[src/design/lpm_pkg.sv]
// ----------------------------------------------------------------------------
// lpm_pkg
// Types and constants shared by the letterbox pointer mapper modules.
// ----------------------------------------------------------------------------
package lpm_pkg;

    localparam int unsigned C_SIDE_W  = 14;
    localparam int unsigned C_PROD_W  = 2 * C_SIDE_W;
    localparam int unsigned C_INDEX_W = 8;

    localparam logic [C_SIDE_W-1:0] C_MAX_SIDE = 14'd16383;

    localparam logic [C_INDEX_W-1:0] C_REG_WINDOW_WIDTH  = 8'd0;
    localparam logic [C_INDEX_W-1:0] C_REG_WINDOW_HEIGHT = 8'd1;
    localparam logic [C_INDEX_W-1:0] C_REG_FRAME_WIDTH   = 8'd2;
    localparam logic [C_INDEX_W-1:0] C_REG_FRAME_HEIGHT  = 8'd3;

    localparam logic [1:0] C_ST_MAPPED  = 2'd0;
    localparam logic [1:0] C_ST_OUTSIDE = 2'd1;
    localparam logic [1:0] C_ST_ZERO    = 2'd2;

    typedef struct packed {
        logic signed [15:0] pointer_x;
        logic signed [15:0] pointer_y;
    } t_in;

    typedef struct packed {
        logic [C_SIDE_W-1:0] frame_x;
        logic [C_SIDE_W-1:0] frame_y;
        logic [1:0]          map_status;
    } t_out;

    typedef struct packed {
        logic                busy;
        logic                zero;
        logic [C_SIDE_W-1:0] left;
        logic [C_SIDE_W-1:0] top;
        logic [C_SIDE_W-1:0] pic_w;
        logic [C_SIDE_W-1:0] pic_h;
        logic [C_SIDE_W-1:0] frame_w;
        logic [C_SIDE_W-1:0] frame_h;
    } t_geom;

endpackage

[src/design/lpm_div_stage.sv]
// ----------------------------------------------------------------------------
// lpm_div_stage
// One registered stage of the per-axis restoring divider, two quotient bits.
// ----------------------------------------------------------------------------
module lpm_div_stage
    import lpm_pkg::*;
(
    input  logic                i_clk,
    input  logic                i_en,
    input  logic [C_SIDE_W-1:0] i_den,
    input  logic [C_SIDE_W-1:0] i_rem,
    input  logic [C_SIDE_W-1:0] i_work,
    output logic [C_SIDE_W-1:0] o_den,
    output logic [C_SIDE_W-1:0] o_rem,
    output logic [C_SIDE_W-1:0] o_work
);

    logic [C_SIDE_W-1:0] r_den, r_rem, r_work;
    logic [C_SIDE_W-1:0] n_rem, n_work;

    always_comb begin
        logic [C_SIDE_W:0] t;
        n_rem  = i_rem;
        n_work = i_work;
        for (int s = 0; s < 2; s++) begin
            t      = {n_rem, n_work[C_SIDE_W-1]};
            n_work = {n_work[C_SIDE_W-2:0], 1'b0};
            if (t >= {1'b0, i_den}) begin
                t         = t - {1'b0, i_den};
                n_work[0] = 1'b1;
            end
            n_rem = t[C_SIDE_W-1:0];
        end
    end

    always_ff @(posedge i_clk) begin
        if (i_en) begin
            r_den  <= i_den;
            r_rem  <= n_rem;
            r_work <= n_work;
        end
    end

    assign o_den  = r_den;
    assign o_rem  = r_rem;
    assign o_work = r_work;

endmodule

[src/design/lpm_geometry.sv]
// ----------------------------------------------------------------------------
// lpm_geometry
// Configuration registers and the sequential picture fit (one bit per cycle).
// ----------------------------------------------------------------------------
module lpm_geometry
    import lpm_pkg::*;
(
    input  logic                 i_clk,
    input  logic                 i_rst_n,
    input  logic                 i_cfg_valid,
    input  logic [C_INDEX_W-1:0] i_cfg_index,
    input  logic [C_SIDE_W-1:0]  i_cfg_data,
    output t_geom                o_geom
);

    typedef enum logic [4:0] {
        S_IDLE = 5'b00001,
        S_MUL  = 5'b00010,
        S_CMP  = 5'b00100,
        S_DIV  = 5'b01000,
        S_FIT  = 5'b10000
    } t_state;

    localparam int unsigned C_NUM_W = C_PROD_W + 1;

    t_state              r_state;
    logic [C_SIDE_W-1:0] r_cw, r_ch, r_fw, r_fh;
    logic [C_PROD_W-1:0] r_p1, r_p2;
    logic                r_wfit, r_zero;
    logic [C_NUM_W-1:0]  r_num;
    logic [C_SIDE_W+1:0] r_rem;
    logic [C_SIDE_W:0]   r_den;
    logic [4:0]          r_cnt;
    logic [C_SIDE_W-1:0] r_left, r_top, r_pw, r_ph;
    logic [C_SIDE_W-1:0] w_val;
    logic [C_SIDE_W+1:0] w_t;
    logic                w_ge;
    logic [C_SIDE_W:0]   w_q;
    logic [C_SIDE_W-1:0] w_lim, w_side, w_pw, w_ph;

    assign w_val = (i_cfg_data > C_MAX_SIDE) ? C_MAX_SIDE : i_cfg_data;
    assign w_t   = {r_rem[C_SIDE_W:0], r_num[C_NUM_W-1]};
    assign w_ge  = w_t >= {1'b0, r_den};
    assign w_q   = r_num[C_SIDE_W:0];
    assign w_lim = r_wfit ? r_ch : r_cw;

    always_comb begin
        if (w_q == '0) begin
            w_side = 14'd1;
        end else if (w_q > {1'b0, w_lim}) begin
            w_side = w_lim;
        end else begin
            w_side = w_q[C_SIDE_W-1:0];
        end
        w_pw = r_wfit ? r_cw : w_side;
        w_ph = r_wfit ? w_side : r_ch;
    end

    always_ff @(posedge i_clk) begin
        if (!i_rst_n) begin
            r_state <= S_IDLE;
            r_cw    <= '0;
            r_ch    <= '0;
            r_fw    <= '0;
            r_fh    <= '0;
            r_zero  <= 1'b1;
            r_cnt   <= '0;
        end else begin
            if (i_cfg_valid) begin
                case (i_cfg_index)
                    C_REG_WINDOW_WIDTH:  r_cw <= w_val;
                    C_REG_WINDOW_HEIGHT: r_ch <= w_val;
                    C_REG_FRAME_WIDTH:   r_fw <= w_val;
                    C_REG_FRAME_HEIGHT:  r_fh <= w_val;
                    default: ;
                endcase
                r_state <= S_MUL;
            end else begin
                case (r_state)
                    S_IDLE: ;
                    S_MUL: begin
                        r_p1    <= r_cw * r_fh;
                        r_p2    <= r_ch * r_fw;
                        r_zero  <= (r_cw == '0) || (r_ch == '0) || (r_fw == '0) ||
                                   (r_fh == '0);
                        r_state <= S_CMP;
                    end
                    S_CMP: begin
                        r_wfit <= r_p1 <= r_p2;
                        r_rem  <= '0;
                        r_cnt  <= '0;
                        if (r_p1 <= r_p2) begin
                            r_num <= {r_p1, 1'b0} + {15'd0, r_fw};
                            r_den <= {r_fw, 1'b0};
                        end else begin
                            r_num <= {r_p2, 1'b0} + {15'd0, r_fh};
                            r_den <= {r_fh, 1'b0};
                        end
                        r_state <= r_zero ? S_IDLE : S_DIV;
                    end
                    S_DIV: begin
                        r_rem <= w_ge ? w_t - {1'b0, r_den} : w_t;
                        r_num <= {r_num[C_NUM_W-2:0], w_ge};
                        r_cnt <= r_cnt + 5'd1;
                        if (r_cnt == 5'(C_NUM_W - 1)) begin
                            r_state <= S_FIT;
                        end
                    end
                    S_FIT: begin
                        r_pw    <= w_pw;
                        r_ph    <= w_ph;
                        r_left  <= 14'((r_cw - w_pw) >> 1);
                        r_top   <= 14'((r_ch - w_ph) >> 1);
                        r_state <= S_IDLE;
                    end
                    default: r_state <= S_IDLE;
                endcase
            end
        end
    end

    always_comb begin
        o_geom.busy    = r_state != S_IDLE;
        o_geom.zero    = r_zero;
        o_geom.left    = r_left;
        o_geom.top     = r_top;
        o_geom.pic_w   = r_pw;
        o_geom.pic_h   = r_ph;
        o_geom.frame_w = r_fw;
        o_geom.frame_h = r_fh;
    end

`ifndef SYNTH
    a_fit_in_window: assert property (@(posedge i_clk) disable iff (!i_rst_n)
        (r_state == S_IDLE && !r_zero) |-> (r_pw <= r_cw && r_ph <= r_ch && r_pw != '0))
        else $error("picture exceeds window");
    a_write_restarts: assert property (@(posedge i_clk) disable iff (!i_rst_n)
        i_cfg_valid |=> r_state == S_MUL)
        else $error("configuration write did not restart fit");
    a_div_bounded: assert property (@(posedge i_clk) disable iff (!i_rst_n)
        r_state == S_DIV |-> r_cnt < 5'(C_NUM_W))
        else $error("fit divider overran");
`endif

endmodule

[src/design/letterbox_pointer_mapper.sv]
// ----------------------------------------------------------------------------
// letterbox_pointer_mapper
// Maps window pointer positions onto a letterboxed remote framebuffer.
// ----------------------------------------------------------------------------
// Usage: write window_width, window_height, frame_width, frame_height through
// the configuration channel (index 0..3, o_cfg_ready is always high). After
// each write the fit unit computes the picture size with a one-bit-per-cycle
// divider, during which o_in_stall is high. Pointer transactions then enter
// on the input channel one per cycle while o_in_stall is low, each producing
// exactly one result, passing the input register, offset and bounds check,
// 14x14 multiply, seven two-bit divider stages, output register. Throughput
// is one transaction per cycle when nothing stalls. When the receiver stalls,
// results hold in their stages; empty stages keep filling, and input stalls
// only once the pipeline is full or the fit unit is busy. Synchronous
// active-low reset empties the pipeline and clears the window and frame
// sizes, so results report a zero size until the registers are written.
// ----------------------------------------------------------------------------
module letterbox_pointer_mapper
    import lpm_pkg::*;
(
    input  logic                 i_clk,
    input  logic                 i_rst_n,
    input  logic                 i_cfg_valid,
    output logic                 o_cfg_ready,
    input  logic [C_INDEX_W-1:0] i_cfg_index,
    input  logic [C_SIDE_W-1:0]  i_cfg_data,
    input  logic                 i_in_valid,
    output logic                 o_in_stall,
    input  t_in                  i_in_data,
    output logic                 o_out_valid,
    input  logic                 i_out_stall,
    output t_out                 o_out_data
);

    localparam int unsigned C_DIV_ST = 7;
    localparam int unsigned C_NST    = C_DIV_ST + 4;
    localparam int unsigned C_LAST   = C_NST - 1;

    t_geom               w_geom;
    logic [C_NST-1:0]    r_v;
    logic [C_NST:0]      w_acc;
    logic [1:0]          r_st [1:C_LAST-1];
    t_in                 r_in;
    logic [C_SIDE_W-1:0] r_dx, r_dy;
    logic [C_PROD_W-1:0] r_nx, r_ny;
    logic [C_SIDE_W-1:0] w_den_x [C_DIV_ST+1];
    logic [C_SIDE_W-1:0] w_rem_x [C_DIV_ST+1];
    logic [C_SIDE_W-1:0] w_wrk_x [C_DIV_ST+1];
    logic [C_SIDE_W-1:0] w_den_y [C_DIV_ST+1];
    logic [C_SIDE_W-1:0] w_rem_y [C_DIV_ST+1];
    logic [C_SIDE_W-1:0] w_wrk_y [C_DIV_ST+1];
    logic signed [16:0]  w_sx, w_sy;
    logic                w_in_x, w_in_y;
    logic [C_SIDE_W-1:0] w_qx, w_qy;
    t_out                r_out;

    lpm_geometry u_geometry (
        .i_clk       (i_clk),
        .i_rst_n     (i_rst_n),
        .i_cfg_valid (i_cfg_valid),
        .i_cfg_index (i_cfg_index),
        .i_cfg_data  (i_cfg_data),
        .o_geom      (w_geom)
    );

    assign o_cfg_ready = 1'b1;

    always_comb begin
        w_acc[C_NST] = !i_out_stall;
        for (int k = C_NST - 1; k >= 0; k--) begin
            w_acc[k] = !r_v[k] || w_acc[k+1];
        end
    end

    assign o_in_stall = !w_acc[0] || w_geom.busy;

    always_ff @(posedge i_clk) begin
        if (!i_rst_n) begin
            r_v <= '0;
        end else begin
            if (w_acc[0]) begin
                r_v[0] <= i_in_valid && !w_geom.busy;
            end
            for (int k = 1; k < C_NST; k++) begin
                if (w_acc[k]) begin
                    r_v[k] <= r_v[k-1];
                end
            end
        end
    end

    assign w_sx   = {r_in.pointer_x[15], r_in.pointer_x} - $signed({3'b000, w_geom.left});
    assign w_sy   = {r_in.pointer_y[15], r_in.pointer_y} - $signed({3'b000, w_geom.top});
    assign w_in_x = !w_sx[16] && (w_sx[15:0] < {2'b00, w_geom.pic_w});
    assign w_in_y = !w_sy[16] && (w_sy[15:0] < {2'b00, w_geom.pic_h});

    always_ff @(posedge i_clk) begin
        if (w_acc[0]) begin
            r_in <= i_in_data;
        end
        if (w_acc[1]) begin
            if (w_geom.zero) begin
                r_st[1] <= C_ST_ZERO;
            end else if (!(w_in_x && w_in_y)) begin
                r_st[1] <= C_ST_OUTSIDE;
            end else begin
                r_st[1] <= C_ST_MAPPED;
            end
            r_dx <= (w_in_x && w_in_y) ? w_sx[C_SIDE_W-1:0] : '0;
            r_dy <= (w_in_x && w_in_y) ? w_sy[C_SIDE_W-1:0] : '0;
        end
        if (w_acc[2]) begin
            r_st[2] <= r_st[1];
            r_nx    <= r_dx * w_geom.frame_w;
            r_ny    <= r_dy * w_geom.frame_h;
        end
        for (int k = 3; k < C_LAST; k++) begin
            if (w_acc[k]) begin
                r_st[k] <= r_st[k-1];
            end
        end
    end

    assign w_den_x[0] = w_geom.pic_w;
    assign w_rem_x[0] = r_nx[C_PROD_W-1:C_SIDE_W];
    assign w_wrk_x[0] = r_nx[C_SIDE_W-1:0];
    assign w_den_y[0] = w_geom.pic_h;
    assign w_rem_y[0] = r_ny[C_PROD_W-1:C_SIDE_W];
    assign w_wrk_y[0] = r_ny[C_SIDE_W-1:0];

    for (genvar j = 0; j < C_DIV_ST; j++) begin : g_div
        lpm_div_stage u_div_x (
            .i_clk  (i_clk),
            .i_en   (w_acc[j+3]),
            .i_den  (w_den_x[j]),
            .i_rem  (w_rem_x[j]),
            .i_work (w_wrk_x[j]),
            .o_den  (w_den_x[j+1]),
            .o_rem  (w_rem_x[j+1]),
            .o_work (w_wrk_x[j+1])
        );
        lpm_div_stage u_div_y (
            .i_clk  (i_clk),
            .i_en   (w_acc[j+3]),
            .i_den  (w_den_y[j]),
            .i_rem  (w_rem_y[j]),
            .i_work (w_wrk_y[j]),
            .o_den  (w_den_y[j+1]),
            .o_rem  (w_rem_y[j+1]),
            .o_work (w_wrk_y[j+1])
        );
    end

    assign w_qx = (w_wrk_x[C_DIV_ST] >= w_geom.frame_w) ? w_geom.frame_w - 14'd1
                                                        : w_wrk_x[C_DIV_ST];
    assign w_qy = (w_wrk_y[C_DIV_ST] >= w_geom.frame_h) ? w_geom.frame_h - 14'd1
                                                        : w_wrk_y[C_DIV_ST];

    always_ff @(posedge i_clk) begin
        if (w_acc[C_LAST]) begin
            r_out.map_status <= r_st[C_LAST-1];
            r_out.frame_x    <= (r_st[C_LAST-1] == C_ST_MAPPED) ? w_qx : '0;
            r_out.frame_y    <= (r_st[C_LAST-1] == C_ST_MAPPED) ? w_qy : '0;
        end
    end

    assign o_out_valid = r_v[C_LAST];
    assign o_out_data  = r_out;

`ifndef SYNTH
    a_no_entry_busy: assert property (@(posedge i_clk) disable iff (!i_rst_n)
        (i_in_valid && !o_in_stall) |-> !w_geom.busy)
        else $error("transaction accepted during fit");
    a_status_code: assert property (@(posedge i_clk) disable iff (!i_rst_n)
        o_out_valid |-> (o_out_data.map_status == C_ST_MAPPED ||
                         o_out_data.map_status == C_ST_OUTSIDE ||
                         o_out_data.map_status == C_ST_ZERO))
        else $error("bad status code");
    a_unmapped_zero: assert property (@(posedge i_clk) disable iff (!i_rst_n)
        (o_out_valid && o_out_data.map_status != C_ST_MAPPED) |->
        (o_out_data.frame_x == '0 && o_out_data.frame_y == '0))
        else $error("unmapped result carries coordinates");
    a_mapped_in_frame: assert property (@(posedge i_clk) disable iff (!i_rst_n)
        (o_out_valid && o_out_data.map_status == C_ST_MAPPED) |->
        (o_out_data.frame_x < w_geom.frame_w && o_out_data.frame_y < w_geom.frame_h))
        else $error("mapped result outside framebuffer");
`endif

endmodule
[config.mk]
export PLATFORM = sky130hd
export DESIGN_NAME = letterbox_pointer_mapper
export DESIGN_NICKNAME = d
export VERILOG_FILES = /design/src/design/lpm_pkg.sv /design/src/design/lpm_div_stage.sv /design/src/design/lpm_geometry.sv /design/src/design/letterbox_pointer_mapper.sv
export SDC_FILE = /design/constraint.sdc
export NUM_CORES = 2
export LEC_CHECK = 0
export ABC_AREA = 0
export BUFFER_PORTS_ARGS = -buffer_cell sky130_fd_sc_hd__buf_2
export CORE_ASPECT_RATIO = 0.8
export CORE_MARGIN = 3
export CORE_UTILIZATION = 55
export DETAILED_ROUTE_END_ITERATION = 12
export PLACE_DENSITY = 0.68
export SYNTH_ARGS = -nofsm -noshare
export SYNTH_HDL_FRONTEND = slang
export SYNTH_SLANG_ARGS = --single-unit
[constraint.sdc]
create_clock -name i_clk -period 17.6 [get_ports i_clk]
set_clock_uncertainty 0.15 [all_clocks]
set_input_delay 5.28 -clock i_clk [delete_from_list [all_inputs] [get_ports i_clk]]
set_output_delay 5.28 -clock i_clk [all_outputs]
set_load 0.01 [all_outputs]
==> flow_metrics.tcl <==
set metrics [dict create \
    nets 10295 \
    crit_family "simple AND/OR/NAND/NOR gates" \
    fill_cells 13081 \
    critPathSlowestCell "nand2_2" \
    dieArea_um2 162000 \
    met1Wirelength_um 103000 \
    worst_slew_pin_slew_ps 1260 \
    cp.arrival_ps 8370 \
    gp_congestion 0.940 \
    area_growth_pct 7.02 \
    max_stage_delay_ps 530 \
    ir_worst_vdd_mv 0.0779 \
    cp-start-kind "primary input" \
    cts_tree "yes" \
    synthCells 8688 \
    path_class "primary input to output port" \
    async_flop_share 0 \
    regArea_um2 27500 \
    ys_top_cells_by_count "1206 x inv_1, 950 x ha_1, 865 x edfxtp_1, 832 x nand2_1, 597 x fa_1" \
    clk_path_buf_depth 3 \
    slew_violations 0 \
    fin_setup_tns_ps 0 \
    n_antenna_cell 0 \
    post-route-drc-count 0 \
    worstReg2RegEnd "u_geometry.r_p2[27]" \
    power_per_cell_area_nw_per_um2 60.6 \
    drive_above_1_share 0.0726 \
    setup_violations 0 \
    fin_crit_sh 0.784 \
    highest_layer "met4" \
    track_usage 0.276 \
    synth_top_cell_area_share 0.301 \
    rows 129 \
    routed-wl-met3_um 16900 \
    critPathLaunch "i_out_stall" \
    hold_ws_ps 250 \
    hold_path.class "flop to flop" \
    tritoncts_num_sinks 943 \
    initialDrtViolationCount 5656 \
    outcome "finished, final reports clean" \
    antenna_found_initial 11 \
    synth_edf_count 865 \
    synth_area_um2 86200 \
    cts_max_level 3 \
    num_vias 63313 \
    path_buf_inv 2 \
    firstDrtPassIters 6 \
    grt_overflow 0 \
    synth_ff_type "edfxtp_1" \
    syn_area_per_cell_um2 9.92 \
    synth_area_leaders "edfxtp_1 30%, fa_1 14%, ha_1 14%" \
    drt-total-wl_um 224000 \
    postCtsHoldBufs 0 \
    io_buffers 90 \
    cp_cell_sequence "buf_2 -> and3_1 -> and3_1 -> and3_1 -> and3_1 -> and3_1 -> nand2_2 -> nand2_1 -> buf_2" \
    cts_buffers 101 \
    cpMostUsedCell "and3_1" \
    grt_pass1_wl_um 353000 \
    reg2reg_depth 21 \
    die_h_um 360 \
    wl_met2_um 96200 \
    yosys_warnings 0 \
    syn_nets 10294 \
    die_w_um 449 \
    yosysTopAreaCell "edfxtp_1" \
    fin_util 0.595 \
    ys_seq_area_frac 0.319 \
    post_cts_buffers 0 \
    crit_required_ps 12170 \
    post_synth_num_cell_types 102 \
    root_buffer "clkbuf_16" \
    r2r-start "u_geometry.r_fw[5]" \
    grt_pass1_vias 62653 \
    power.total_mw 5.59 \
    hpwl_um 175000 \
    detail-route-antenna-nets 0 \
    p_leak_nw 44.1 \
    path_max_fanout 34 \
    r2r_setup_slack_ps 10030 \
    io_pins 92 \
    synth_seq_cells 943 \
    end_kind "output port" \
    multi_input_area_um2 53100 \
    timing.fmax_mhz 72.5 \
    grt_max_degree 81 \
    clk_latency_ps 750 \
    clk_pin_slew_worst_paths_ps 60 \
    rsz0062_at_grt "no" \
    yosysMostFrequentCell "inv_1" \
    min_path_cells 0 \
    timing.final.hold_violations 0 \
    finalCriticalPeriod_ps 13800 \
    wl_per_cell_um 20.6 \
    cts_resized 0 \
    hold_start "r_st[0][5]" \
    avgViaCountPerCell 5.83 \
    start_util 0.556 \
    whs_endpoint "r_st[0][7]" \
    max_slew_margin 0.141 \
    core_um2 155000 \
    drv_cap 0 \
]
how the worst max path moves through the flow:
stage / slack, ps / cells past startpoint / to
after floorplan: 4840 / 7 / o_in_stall
after global placement: 3780 / 9 / o_in_stall
after detailed placement: 3810 / 9 / o_in_stall
after CTS: 3810 / 9 / o_in_stall
after global routing: 3670 / 9 / o_in_stall
final: 3800 / 9 / o_in_stall
layout make-up:
type	count	area share
flip-flops and latches	943	0.298
clock buffers	125	0.0290
multi-input cells	6238	0.576
well taps	2096	0.0284
repair buffers	183	0.0124
clock inverters	61	0.00632
inverters	1222	0.0498
where the power goes:
group / leakage (nW) / switching [mW] / internal, mW
clock network: 1.57 / 0.937 / 1.17
logic: 32.2 / 0.498 / 0.443
registers: 10.3 / 0.0389 / 2.51
cell usage in the layout, fill, tap and decap left out, types with 103 or more instances in the layout:
master and instances:
nand2_1 826, clkbuf_16 103, a21o_1 188, inv_1 1203, a21oi_1 391, edfxtp_1 865, xor2_1 139, and2_1 353
xnor2_1 342, mux2_2 167, fa_1 597, nor2_1 454, nor3_1 109, o21ai_0 363, ha_1 950
stage by stage:
stage / area [µm²] / worst slack (ps) / std cells
floorplan: 86200 / 4840 / 8688
global placement: 89000 / 3780 / 10682
detailed placement: 89000 / 3810 / 10682
CTS: 92300 / 3810 / 10868
global route: 92300 / 3670 / 10868
finish: 92300 / 3800 / 10868
metal layers:
layer	global-route usage	vias up
li1	-	29859
met1	0.404	31014
met2	0.418	2077
met3	0.0476	363
met4	0.0826	0
met5	0	-
sequential cells by signal, summed over array words and instances (netlist names), 15 cells and up:
register and count:
r_nx 28, g_div.u_div_x.o_den 84, u_geometry.r_p1 28, u_geometry.r_rem 15
g_div.u_div_y.o_rem 84, u_geometry.r_p2 28, g_div.u_div_y.o_work 98, r_st 18
g_div.u_div_x.o_rem 84, u_geometry.r_num 29, g_div.u_div_y.o_den 84, r_ny 28
r_in 32, o_out_data 30, g_div.u_div_x.o_work 98
cells by family (layout without fill, tap and decap cells):
family,count (synthesis),in the layout,synth area share
xor+xnor,481,481,0.0489
other cells,1,1,0.0000435
fa+ha+maj,1547,1547,0.276
mux,248,248,0.0318
simple gates,2301,2301,0.129
buf+inv,1507,1591,0.0662
flops,943,943,0.319
compound gates,1660,1660,0.128
worst reg2reg max path, cell delays in order, from the launching register on:
cell and delay [ps]:
dfxtp_1 950, buf_4 460, nand2_1 140, fa_1 510
fa_1 520, inv_1 60, fa_1 550, fa_1 430
fa_1 490, inv_1 50, fa_1 470, inv_1 40
ha_1 330, nand3_1 170, nor2_1 80, a221oi_1 250
nand2_1 130, o311a_1 390, o41ai_1 640, o2111ai_1 230
a21oi_1 220, xnor2_1 80
Power figures use the tool's default switching activity.
